`config.mk`:
```
export PLATFORM = sky130hd
export DESIGN_NAME = md5_block_compress
export DESIGN_NICKNAME = d
export VERILOG_FILES = /design/src/rtl/md5bc_pkg.sv /design/src/rtl/md5bc_ram.sv /design/src/rtl/md5bc_round.sv /design/src/rtl/md5bc_seq.sv /design/src/rtl/md5_block_compress.sv
export SDC_FILE = /design/constraint.sdc
export NUM_CORES = 2
export LEC_CHECK = 0
export BUFFER_PORTS_ARGS = -buffer_cell sky130_fd_sc_hd__buf_2
export CORE_ASPECT_RATIO = 1.1
export CORE_MARGIN = 4
export CORE_UTILIZATION = 45
export CTS_CLUSTER_SIZE = 30
export DETAILED_ROUTE_END_ITERATION = 8
export PLACE_DENSITY = 0.74
export SLEW_MARGIN = 40
export SYNTH_ARGS = -nofsm -noshare
export SYNTH_HDL_FRONTEND = slang
export SYNTH_SLANG_ARGS = --single-unit
```
`constraint.sdc`:
```
create_clock -name aclk -period 8.65 [get_ports aclk]
set_input_delay 0.865 -clock aclk [delete_from_list [all_inputs] [get_ports aclk]]
set_output_delay 0.865 -clock aclk [all_outputs]
set_load 0.01 [all_outputs]
```
`src/rtl/md5bc_pkg.sv`:
```
// md5bc_pkg: shared constants, types and step tables of the md5 block compressor
`timescale 1ns / 1ps
`default_nettype none

package md5bc_pkg;

    localparam int WORD_W      = 32;
    localparam int BLK_WORDS   = 16;
    localparam int WIDX_W      = 4;
    localparam int NUM_STEPS   = 64;
    localparam int STEP_W      = 6;
    localparam int ROT_W       = 5;
    localparam int CFG_INDEX_W = 2;
    localparam int DIGEST_W    = 4 * WORD_W;

    // configuration register indexes
    localparam logic [CFG_INDEX_W-1:0] REG_INIT_A = 2'd0;
    localparam logic [CFG_INDEX_W-1:0] REG_INIT_B = 2'd1;
    localparam logic [CFG_INDEX_W-1:0] REG_INIT_C = 2'd2;
    localparam logic [CFG_INDEX_W-1:0] REG_INIT_D = 2'd3;

    // standard initial chaining value
    localparam logic [WORD_W-1:0] IV_A = 32'h67452301;
    localparam logic [WORD_W-1:0] IV_B = 32'hefcdab89;
    localparam logic [WORD_W-1:0] IV_C = 32'h98badcfe;
    localparam logic [WORD_W-1:0] IV_D = 32'h10325476;

    // round function groups
    localparam logic [1:0] GRP_F = 2'd0;
    localparam logic [1:0] GRP_G = 2'd1;
    localparam logic [1:0] GRP_H = 2'd2;
    localparam logic [1:0] GRP_I = 2'd3;

    // control bundle from the sequencer to the datapath
    typedef struct packed {
        logic              wr_en;
        logic [WIDX_W-1:0] wr_addr;
        logic [WIDX_W-1:0] rd_addr;
        logic              load_cv;
        logic              load_work;
        logic              step_en;
        logic [STEP_W-1:0] step;
        logic              finish;
    } md5bc_ctrl_t;

    // additive constant of each step
    function automatic logic [WORD_W-1:0] step_const(input logic [STEP_W-1:0] idx);
        logic [WORD_W-1:0] k;
        case (idx)
            6'd0:  k = 32'hd76aa478;  6'd1:  k = 32'he8c7b756;
            6'd2:  k = 32'h242070db;  6'd3:  k = 32'hc1bdceee;
            6'd4:  k = 32'hf57c0faf;  6'd5:  k = 32'h4787c62a;
            6'd6:  k = 32'ha8304613;  6'd7:  k = 32'hfd469501;
            6'd8:  k = 32'h698098d8;  6'd9:  k = 32'h8b44f7af;
            6'd10: k = 32'hffff5bb1;  6'd11: k = 32'h895cd7be;
            6'd12: k = 32'h6b901122;  6'd13: k = 32'hfd987193;
            6'd14: k = 32'ha679438e;  6'd15: k = 32'h49b40821;
            6'd16: k = 32'hf61e2562;  6'd17: k = 32'hc040b340;
            6'd18: k = 32'h265e5a51;  6'd19: k = 32'he9b6c7aa;
            6'd20: k = 32'hd62f105d;  6'd21: k = 32'h02441453;
            6'd22: k = 32'hd8a1e681;  6'd23: k = 32'he7d3fbc8;
            6'd24: k = 32'h21e1cde6;  6'd25: k = 32'hc33707d6;
            6'd26: k = 32'hf4d50d87;  6'd27: k = 32'h455a14ed;
            6'd28: k = 32'ha9e3e905;  6'd29: k = 32'hfcefa3f8;
            6'd30: k = 32'h676f02d9;  6'd31: k = 32'h8d2a4c8a;
            6'd32: k = 32'hfffa3942;  6'd33: k = 32'h8771f681;
            6'd34: k = 32'h6d9d6122;  6'd35: k = 32'hfde5380c;
            6'd36: k = 32'ha4beea44;  6'd37: k = 32'h4bdecfa9;
            6'd38: k = 32'hf6bb4b60;  6'd39: k = 32'hbebfbc70;
            6'd40: k = 32'h289b7ec6;  6'd41: k = 32'heaa127fa;
            6'd42: k = 32'hd4ef3085;  6'd43: k = 32'h04881d05;
            6'd44: k = 32'hd9d4d039;  6'd45: k = 32'he6db99e5;
            6'd46: k = 32'h1fa27cf8;  6'd47: k = 32'hc4ac5665;
            6'd48: k = 32'hf4292244;  6'd49: k = 32'h432aff97;
            6'd50: k = 32'hab9423a7;  6'd51: k = 32'hfc93a039;
            6'd52: k = 32'h655b59c3;  6'd53: k = 32'h8f0ccc92;
            6'd54: k = 32'hffeff47d;  6'd55: k = 32'h85845dd1;
            6'd56: k = 32'h6fa87e4f;  6'd57: k = 32'hfe2ce6e0;
            6'd58: k = 32'ha3014314;  6'd59: k = 32'h4e0811a1;
            6'd60: k = 32'hf7537e82;  6'd61: k = 32'hbd3af235;
            6'd62: k = 32'h2ad7d2bb;  6'd63: k = 32'heb86d391;
            default: k = '0;
        endcase
        return k;
    endfunction

    // left rotation amount of each step
    function automatic logic [ROT_W-1:0] rot_amount(input logic [STEP_W-1:0] idx);
        logic [ROT_W-1:0] s;
        case ({idx[5:4], idx[1:0]})
            4'h0: s = 5'd7;   4'h1: s = 5'd12;  4'h2: s = 5'd17;  4'h3: s = 5'd22;
            4'h4: s = 5'd5;   4'h5: s = 5'd9;   4'h6: s = 5'd14;  4'h7: s = 5'd20;
            4'h8: s = 5'd4;   4'h9: s = 5'd11;  4'ha: s = 5'd16;  4'hb: s = 5'd23;
            4'hc: s = 5'd6;   4'hd: s = 5'd10;  4'he: s = 5'd15;  4'hf: s = 5'd21;
            default: s = '0;
        endcase
        return s;
    endfunction

    // message word used by each step
    function automatic logic [WIDX_W-1:0] msg_index(input logic [STEP_W-1:0] idx);
        logic [WIDX_W-1:0] lo;
        logic [WIDX_W-1:0] g;
        lo = idx[WIDX_W-1:0];
        case (idx[5:4])
            GRP_F:   g = lo;
            GRP_G:   g = WIDX_W'(lo * 4'd5 + 4'd1);
            GRP_H:   g = WIDX_W'(lo * 4'd3 + 4'd5);
            GRP_I:   g = WIDX_W'(lo * 4'd7);
            default: g = lo;
        endcase
        return g;
    endfunction

endpackage

`default_nettype wire

```
`src/rtl/md5bc_ram.sv`:
```
// md5bc_ram: generic single-write, single-read ram with registered read data
`timescale 1ns / 1ps
`default_nettype none

module md5bc_ram #(
    parameter int WIDTH = 32,
    parameter int DEPTH = 16
) (
    input  wire logic                     aclk,
    input  wire logic                     wr_en,
    input  wire logic [$clog2(DEPTH)-1:0] wr_addr,
    input  wire logic [WIDTH-1:0]         wr_data,
    input  wire logic [$clog2(DEPTH)-1:0] rd_addr,
    output logic      [WIDTH-1:0]         rd_data
);

    logic [WIDTH-1:0] mem [DEPTH];

    always_ff @(posedge aclk) begin
        if (wr_en) begin
            mem[wr_addr] <= wr_data;
        end
        rd_data <= mem[rd_addr];
    end

endmodule

`default_nettype wire

```
`src/rtl/md5bc_round.sv`:
```
// md5bc_round: one md5 step, shared over all 64 steps of a block
`timescale 1ns / 1ps
`default_nettype none

module md5bc_round
    import md5bc_pkg::*;
(
    input  wire logic [STEP_W-1:0] step,
    input  wire logic [WORD_W-1:0] a_in,
    input  wire logic [WORD_W-1:0] b_in,
    input  wire logic [WORD_W-1:0] c_in,
    input  wire logic [WORD_W-1:0] d_in,
    input  wire logic [WORD_W-1:0] msg,
    output logic      [WORD_W-1:0] a_out,
    output logic      [WORD_W-1:0] b_out,
    output logic      [WORD_W-1:0] c_out,
    output logic      [WORD_W-1:0] d_out
);

    logic [WORD_W-1:0]   f;
    logic [WORD_W-1:0]   t;
    logic [2*WORD_W-1:0] dbl;

    always_comb begin
        case (step[5:4])
            GRP_F:   f = (b_in & c_in) | (~b_in & d_in);
            GRP_G:   f = (b_in & d_in) | (c_in & ~d_in);
            GRP_H:   f = b_in ^ c_in ^ d_in;
            GRP_I:   f = c_in ^ (b_in | ~d_in);
            default: f = '0;
        endcase
        t   = a_in + f + msg + step_const(step);
        // rotate left: upper half of the doubled word shifted up
        dbl = {t, t} << rot_amount(step);
        a_out = d_in;
        b_out = b_in + dbl[2*WORD_W-1:WORD_W];
        c_out = b_in;
        d_out = c_in;
    end

endmodule

`default_nettype wire

```
`src/rtl/md5bc_seq.sv`:
```
// md5bc_seq: sequencer for word loading, 64 shared-unit steps and the final fold
`timescale 1ns / 1ps
`default_nettype none

module md5bc_seq
    import md5bc_pkg::*;
(
    input  wire logic  aclk,
    input  wire logic  aresetn,
    input  wire logic  s_tvalid,
    input  wire logic  new_message,
    input  wire logic  out_free,
    output logic       s_tready,
    output md5bc_ctrl_t ctrl
);

    localparam logic [1:0] ST_LOAD  = 2'd0;
    localparam logic [1:0] ST_PREP  = 2'd1;
    localparam logic [1:0] ST_ROUND = 2'd2;
    localparam logic [1:0] ST_FINAL = 2'd3;

    logic [1:0]        state_reg, state_next;
    logic [WIDX_W-1:0] word_cnt_reg, word_cnt_next;
    logic [STEP_W-1:0] step_reg, step_next;
    logic [WIDX_W-1:0] slot;

    always_comb begin
        state_next    = state_reg;
        word_cnt_next = word_cnt_reg;
        step_next     = step_reg;
        ctrl          = '0;
        s_tready      = (state_reg == ST_LOAD);
        // a new message restarts the block at word zero
        slot          = new_message ? '0 : word_cnt_reg;
        ctrl.wr_addr  = slot;
        ctrl.rd_addr  = msg_index('0);
        ctrl.step     = step_reg;
        case (state_reg)
            ST_LOAD: begin
                if (s_tvalid) begin
                    ctrl.wr_en    = 1'b1;
                    ctrl.load_cv  = new_message;
                    word_cnt_next = slot + 4'd1;
                    if (slot == WIDX_W'(BLK_WORDS - 1)) begin
                        state_next = ST_PREP;
                    end
                end
            end
            ST_PREP: begin
                ctrl.load_work = 1'b1;
                step_next      = '0;
                state_next     = ST_ROUND;
            end
            ST_ROUND: begin
                ctrl.step_en = 1'b1;
                // fetch the word of the following step
                ctrl.rd_addr = msg_index(step_reg + 6'd1);
                step_next    = step_reg + 6'd1;
                if (step_reg == STEP_W'(NUM_STEPS - 1)) begin
                    state_next = ST_FINAL;
                end
            end
            ST_FINAL: begin
                if (out_free) begin
                    ctrl.finish = 1'b1;
                    state_next  = ST_LOAD;
                end
            end
            default: begin
                state_next = ST_LOAD;
            end
        endcase
    end

    always_ff @(posedge aclk) begin
        if (!aresetn) begin
            state_reg    <= ST_LOAD;
            word_cnt_reg <= '0;
            step_reg     <= '0;
        end else begin
            state_reg    <= state_next;
            word_cnt_reg <= word_cnt_next;
            step_reg     <= step_next;
        end
    end

endmodule

`default_nettype wire

```
`src/rtl/md5_block_compress.sv`:
```
// md5_block_compress: md5 compression over a stream of padded 32-bit message words
//
//   channel   dir  handshake           payload
//   --------  ---  ------------------  ------------------------------------------
//   s_        in   s_tvalid/s_tready   s_tdata message_word, s_tuser new_message
//   m_        out  m_tvalid/m_tready   m_tdata digest_a..digest_d (a lowest)
//   cfg_      in   cfg_valid/cfg_ready cfg_index register, cfg_data value
//
// words are taken one per cycle while the input is ready; after the sixteenth word
// of a block the input stays not ready through one read-ahead of the word ram,
// the 64 steps through the single shared round unit, and one fold into the
// chaining value.
// the fold waits while an earlier digest still sits unread in the output register.
// reset loads the standard initial value into the init registers and the chaining
// value; the word count restarts at zero.
`timescale 1ns / 1ps
`default_nettype none

module md5_block_compress
    import md5bc_pkg::*;
(
    input  wire logic                   aclk,
    input  wire logic                   aresetn,
    // input words
    input  wire logic                   s_tvalid,
    output logic                        s_tready,
    input  wire logic [WORD_W-1:0]      s_tdata,    // [31:0] message_word
    input  wire logic [0:0]             s_tuser,    // [0] new_message
    // digest results
    output logic                        m_tvalid,
    input  wire logic                   m_tready,
    output logic      [DIGEST_W-1:0]    m_tdata,    // [31:0] a, [63:32] b, [95:64] c, [127:96] d
    // init register writes
    input  wire logic                   cfg_valid,
    output logic                        cfg_ready,
    input  wire logic [CFG_INDEX_W-1:0] cfg_index,
    input  wire logic [WORD_W-1:0]      cfg_data
);

    md5bc_ctrl_t ctrl;

    // init registers
    logic [WORD_W-1:0] init_a_reg, init_b_reg, init_c_reg, init_d_reg;
    // chaining value
    logic [WORD_W-1:0] cv_a_reg, cv_b_reg, cv_c_reg, cv_d_reg;
    logic [WORD_W-1:0] cv_a_next, cv_b_next, cv_c_next, cv_d_next;
    // working variables of the step loop
    logic [WORD_W-1:0] wa_reg, wb_reg, wc_reg, wd_reg;
    logic [WORD_W-1:0] wa_next, wb_next, wc_next, wd_next;
    // output register
    logic                m_tvalid_reg;
    logic [DIGEST_W-1:0] m_tdata_reg;

    logic              out_free;
    logic [WORD_W-1:0] msg_word;

    assign cfg_ready = 1'b1;
    assign out_free  = !m_tvalid_reg || m_tready;
    assign m_tvalid  = m_tvalid_reg;
    assign m_tdata   = m_tdata_reg;

    md5bc_seq u_seq (
        .aclk        (aclk),
        .aresetn     (aresetn),
        .s_tvalid    (s_tvalid),
        .new_message (s_tuser[0]),
        .out_free    (out_free),
        .s_tready    (s_tready),
        .ctrl        (ctrl)
    );

    // block words, read one step ahead
    md5bc_ram #(
        .WIDTH (WORD_W),
        .DEPTH (BLK_WORDS)
    ) u_words (
        .aclk    (aclk),
        .wr_en   (ctrl.wr_en),
        .wr_addr (ctrl.wr_addr),
        .wr_data (s_tdata),
        .rd_addr (ctrl.rd_addr),
        .rd_data (msg_word)
    );

    md5bc_round u_round (
        .step  (ctrl.step),
        .a_in  (wa_reg),
        .b_in  (wb_reg),
        .c_in  (wc_reg),
        .d_in  (wd_reg),
        .msg   (msg_word),
        .a_out (wa_next),
        .b_out (wb_next),
        .c_out (wc_next),
        .d_out (wd_next)
    );

    // fold of the step result into the chaining value
    assign cv_a_next = cv_a_reg + wa_reg;
    assign cv_b_next = cv_b_reg + wb_reg;
    assign cv_c_next = cv_c_reg + wc_reg;
    assign cv_d_next = cv_d_reg + wd_reg;

    // configuration writes
    always_ff @(posedge aclk) begin
        if (!aresetn) begin
            init_a_reg <= IV_A;
            init_b_reg <= IV_B;
            init_c_reg <= IV_C;
            init_d_reg <= IV_D;
        end else if (cfg_valid && cfg_ready) begin
            case (cfg_index)
                REG_INIT_A: init_a_reg <= cfg_data;
                REG_INIT_B: init_b_reg <= cfg_data;
                REG_INIT_C: init_c_reg <= cfg_data;
                REG_INIT_D: init_d_reg <= cfg_data;
                default: begin
                end
            endcase
        end
    end

    // chaining value: reload on a new message, accumulate at the fold
    always_ff @(posedge aclk) begin
        if (!aresetn) begin
            cv_a_reg <= IV_A;
            cv_b_reg <= IV_B;
            cv_c_reg <= IV_C;
            cv_d_reg <= IV_D;
        end else if (ctrl.load_cv) begin
            cv_a_reg <= init_a_reg;
            cv_b_reg <= init_b_reg;
            cv_c_reg <= init_c_reg;
            cv_d_reg <= init_d_reg;
        end else if (ctrl.finish) begin
            cv_a_reg <= cv_a_next;
            cv_b_reg <= cv_b_next;
            cv_c_reg <= cv_c_next;
            cv_d_reg <= cv_d_next;
        end
    end

    // working variables: seeded from the chaining value, one step per cycle
    always_ff @(posedge aclk) begin
        if (ctrl.load_work) begin
            wa_reg <= cv_a_reg;
            wb_reg <= cv_b_reg;
            wc_reg <= cv_c_reg;
            wd_reg <= cv_d_reg;
        end else if (ctrl.step_en) begin
            wa_reg <= wa_next;
            wb_reg <= wb_next;
            wc_reg <= wc_next;
            wd_reg <= wd_next;
        end
    end

    // result register, freed by the downstream request
    always_ff @(posedge aclk) begin
        if (!aresetn) begin
            m_tvalid_reg <= 1'b0;
        end else if (ctrl.finish) begin
            m_tvalid_reg <= 1'b1;
        end else if (m_tready) begin
            m_tvalid_reg <= 1'b0;
        end
    end

    always_ff @(posedge aclk) begin
        if (ctrl.finish) begin
            m_tdata_reg <= {cv_d_next, cv_c_next, cv_b_next, cv_a_next};
        end
    end

endmodule

`default_nettype wire

```
==> impl_metrics.yaml <==
outcome:
  status: "complete, no violations"
cells_and_area:
  nFillCells: 11315
  layout.nets: 5947
  largest_register_ffs: 512
  regArea_um2: 29840
  instances_no_fill: 7458
  areaGrowthSynthToFinish_pct: 12.08
  multiInputGateArea_um2: 27550
  drive_gt1_share_pct: 15.53
routing:
  wire_per_inst_um: 25.19
  drcViolationCount: 0
  ant_nets: 0
  routed_wl_mm: 187.9
  vias: 45712
  viasPerCell: 6.129
  drtIter0Drc: 5465
  drtPass1Iterations: 5
timing:
  hold_violations: 0
  fmax_mhz: 122.8
  setup_viol: 0
  period_needed_ns: 8.141
  slew-limit-headroom_pct: 37.44
  maxSlewViolCount: 0
  final.setup.tns_ns: 0
  timing.final.crit_share_pct: 94.11
  worstMarginPinSlew_ns: 0.9287
  fin_skew_ns: 0.07998
clock_tree:
  clock_sinks: 1106
  cts_tree: "built"
  clk_pin_slew_ns: 0.07
  clockBufferDepth: 3
  root_buffer: "clkbuf_16"
  numCtsBuffers: 110
  hold_buffers: 0
  insertion_delay_ns: 0.77
  htreeDepth: 3
synthesis:
  syn_area_um2: 59200
  synth_top_family_by_area: "compound AO/OA/AOI/OAI gates"
  async_flop_share_pct: 0
  synth_xor_xnor_area_share_pct: 3.217
  avgSynthCellArea_um2: 10.78
  synth_compound_area_share_pct: 14.95
  yosysWarnings: 0
  ys_seq_elements: 1106
  seq_area_frac_synth_pct: 50.39
  ys_types: 112
  synth_adder_area_share_pct: 6.890
  synth_edf_count: 768
  synth_cells: 5492
  yosys.area_share.simple_pct: 11.70
  synthMuxAreaShare_pct: 9.249
  synthFlopType: "edfxtp_1"
  syn-num-nets: 5849
placed_design:
  dp.final_hpwl_mm: 127.7
  dpl.cell_count: 7233
  gp_congestion: 0.9817
  portBuffers: 201
setup_path:
  crit-reg2reg-launch: "u_seq.step_reg[4]$_SDFFE_PN0N_"
  rr_worst_depth: 33
  critPathTopFamily: "compound AO/OA/AOI/OAI gates"
  r2r_slack_ns: 0.51
  worst-path-max-fanout: 52
  path_buf_inv: 2
  r2r-end: "wb_reg[30]$_DFFE_PN_"
  worstPathRequired_ns: 9.14
  path_class: "flop to flop"
  slowest_stage: "fa_1"
  start_kind: "flop"
  critPathCapture: "wb_reg[30]$_DFFE_PN_"
  cp-end-kind: "flop"
  cp_num_cells: 33
  crit_arrival_ns: 8.63
  cpPeakStageDelay_ns: 0.55
  crit_start: "u_seq.step_reg[4]$_SDFFE_PN0N_"
floorplanning:
  die_area_um2: 137400
  start_util_pct: 45.32
  rows: 139
  ios: 203
  core_area_um2: 130600
  die_x_um: 353.8
  die_h_um: 388.4
global_route:
  grt_pass1_wl_mm: 278.2
  overflow: 0
  grt_max_degree: 121
  antenna_found_initial: 19
  grt_pass1_vias: 43493
  track_usage_pct: 26.53
pwr:
  internal_power_uw: 13560
  cellPowerDensity_nw_per_um2: 340.0
  switching_share_pct: 39.86
  p_leak_uw: 0.02453
  power.switching_uw: 8991
  p_clk_share_pct: 23.1
  p_seq_share_pct: 30.0
  max-vdd-ir-drop_v: 0.0002618
  combPwrFrac_pct: 46.9
worst_hold_path:
  hp-class: "primary input to flop"
  holdPathStages: 3
flow_run:
  cap_viol_max_count: 0
-- placed cells by master, fill, tap and decap left out, drive strengths merged, types with 11 or more instances in the layout --
master    n
a211oi   83
a21boi   13
a21o     68
a21oi   443
a311oi   44
a31oi    59
and2     17
and3     30
buf     307
bufinv   16
clkbuf  139
clkinv   39
dfxtp   338
edfxtp  768
fa       67
ha      218
inv     226
mux2    122
mux2i   106
mux4    135
nand2   753
nand2b   37
nand3   182
nand4    17
nor2    331
nor2b    54
nor3     54
nor4     14
o211ai  100
o21a     40
o21ai   384
o21bai   23
o221ai   13
o22ai    18
o311ai   11
o31ai    22
or2      40
or3      12
xnor2   164
xor2     50
-- worst min path at each step --
| stage | startpoint | end | slack [ns] |
|---|---|---|---|
| floorplan | init_a_reg[11]$_SDFFE_PN0P_ | cv_a_reg[11]$_SDFFE_PN0P_ | 0.43 |
| global placement | init_d_reg[18]$_SDFFE_PN0P_ | init_d_reg[18]$_SDFFE_PN0P_ | 0.44 |
| detailed placement | init_b_reg[28]$_SDFFE_PN0P_ | init_b_reg[28]$_SDFFE_PN0P_ | 0.44 |
| CTS | cfg_data[2] | init_a_reg[2]$_SDFFE_PN0P_ | 0.35 |
| global route | cfg_data[2] | init_a_reg[2]$_SDFFE_PN0P_ | 0.37 |
| finish | cfg_data[2] | init_a_reg[2]$_SDFFE_PN0P_ | 0.38 |
-- power by group through the flow --
stage          Clock (µW)  Combinational, µW  Sequential (µW)
6_report             5210              10600             6770
4_1_cts              5260              10300             6740
5_1_grt              5490              11600             6770
3_5_place_dp            0              10200             6850
2_1_floorplan           0               7610             6650
3_3_place_gp            0              10100             6840
-- final cells by class --
class	instances	area share, %
inverter	219	1.262
timing repair buffer	307	2.881
tap	1762	3.323
clock buffer	139	4.560
multi-input combinational	3846	41.52
sequential	1106	44.97
clock inverter	69	1.452
antenna	10	0.03771
-- routing by layer --
layer | vias up | wire, µm | track usage (%)
li1 | 20418 | - | -
met1 | 22433 | 73760 | 35.25
met2 | 2386 | 87330 | 42.95
met3 | 465 | 18150 | 4.908
met4 | 10 | 8554 | 10.87
met5 | - | 73 | 0
-- stage by stage --
step | util, % | total power [µW] | setup WS, ns | hold slack, ns | area, µm²
6_report | 50.80 | 22560 | 0.5094 | 0.3841 | 66350
5_1_grt | 50.79 | 23850 | -0.002061 | 0.3681 | 66340
4_1_cts | 50.66 | 22270 | 0.2169 | 0.3458 | 66170
3_5_place_dp | 47.61 | 17040 | 0.2770 | 0.4432 | 62180
3_3_place_gp | 47.55 | 16930 | 0.3635 | 0.4383 | 62100
2_1_floorplan | - | 14250 | 0.6038 | 0.4321 | 59200
-- cell families (layout without fill, tap and decap cells) --
logic type	Yosys count	in the layout
adder cells (fa/ha/maj)	286	286
XOR/XNOR	215	215
multiplexers	363	363
flip-flops	1106	1106
AO/OA/AOI/OAI	1413	1413
buffers and inverters	540	734
AND/OR/NAND/NOR	1568	1568
other	1	11
-- cells in the mapped netlist (67+ instances only) --
library cell | number | share of area [%]
edfxtp_1 | 768 | 39
clkbuf_1 | 246 | 1.6
mux2_2 | 122 | 2.3
nor2_1 | 329 | 2.1
dfxtp_1 | 338 | 11
nand3_1 | 182 | 1.5
inv_1 | 211 | 1.3
xnor2_1 | 163 | 2.4
o211ai_1 | 97 | 1.2
nand2_1 | 753 | 4.8
a21o_1 | 68 | 0.86
ha_1 | 218 | 4.6
mux4_2 | 135 | 5.1
mux2i_1 | 106 | 1.8
fa_1 | 67 | 2.3
a21oi_1 | 439 | 3.7
a211oi_1 | 80 | 1.0
o21ai_0 | 357 | 3.0
-- worst reg2reg max path: cells and delay by family, from the launching register on --
| kind | cells | cell delay, ns |
|---|---|---|
| AOI/OAI and AO/OA | 19 | 3.75 |
| adders and majority gates | 4 | 1.61 |
| muxes | 4 | 0.67 |
| and+or+nand+nor | 2 | 0.56 |
| buffers and inverters | 2 | 0.54 |
| DFF | 1 | 0.39 |
| xor gates and xnor gates | 2 | 0.35 |
-- what timing repair did --
action | in CTS | in global routing
buffers inserted | 0 | 5
resized for setup | 0 | 12
setup endpoints to repair | 0 | 3
Note: power is estimated with default switching activity, not from simulation.
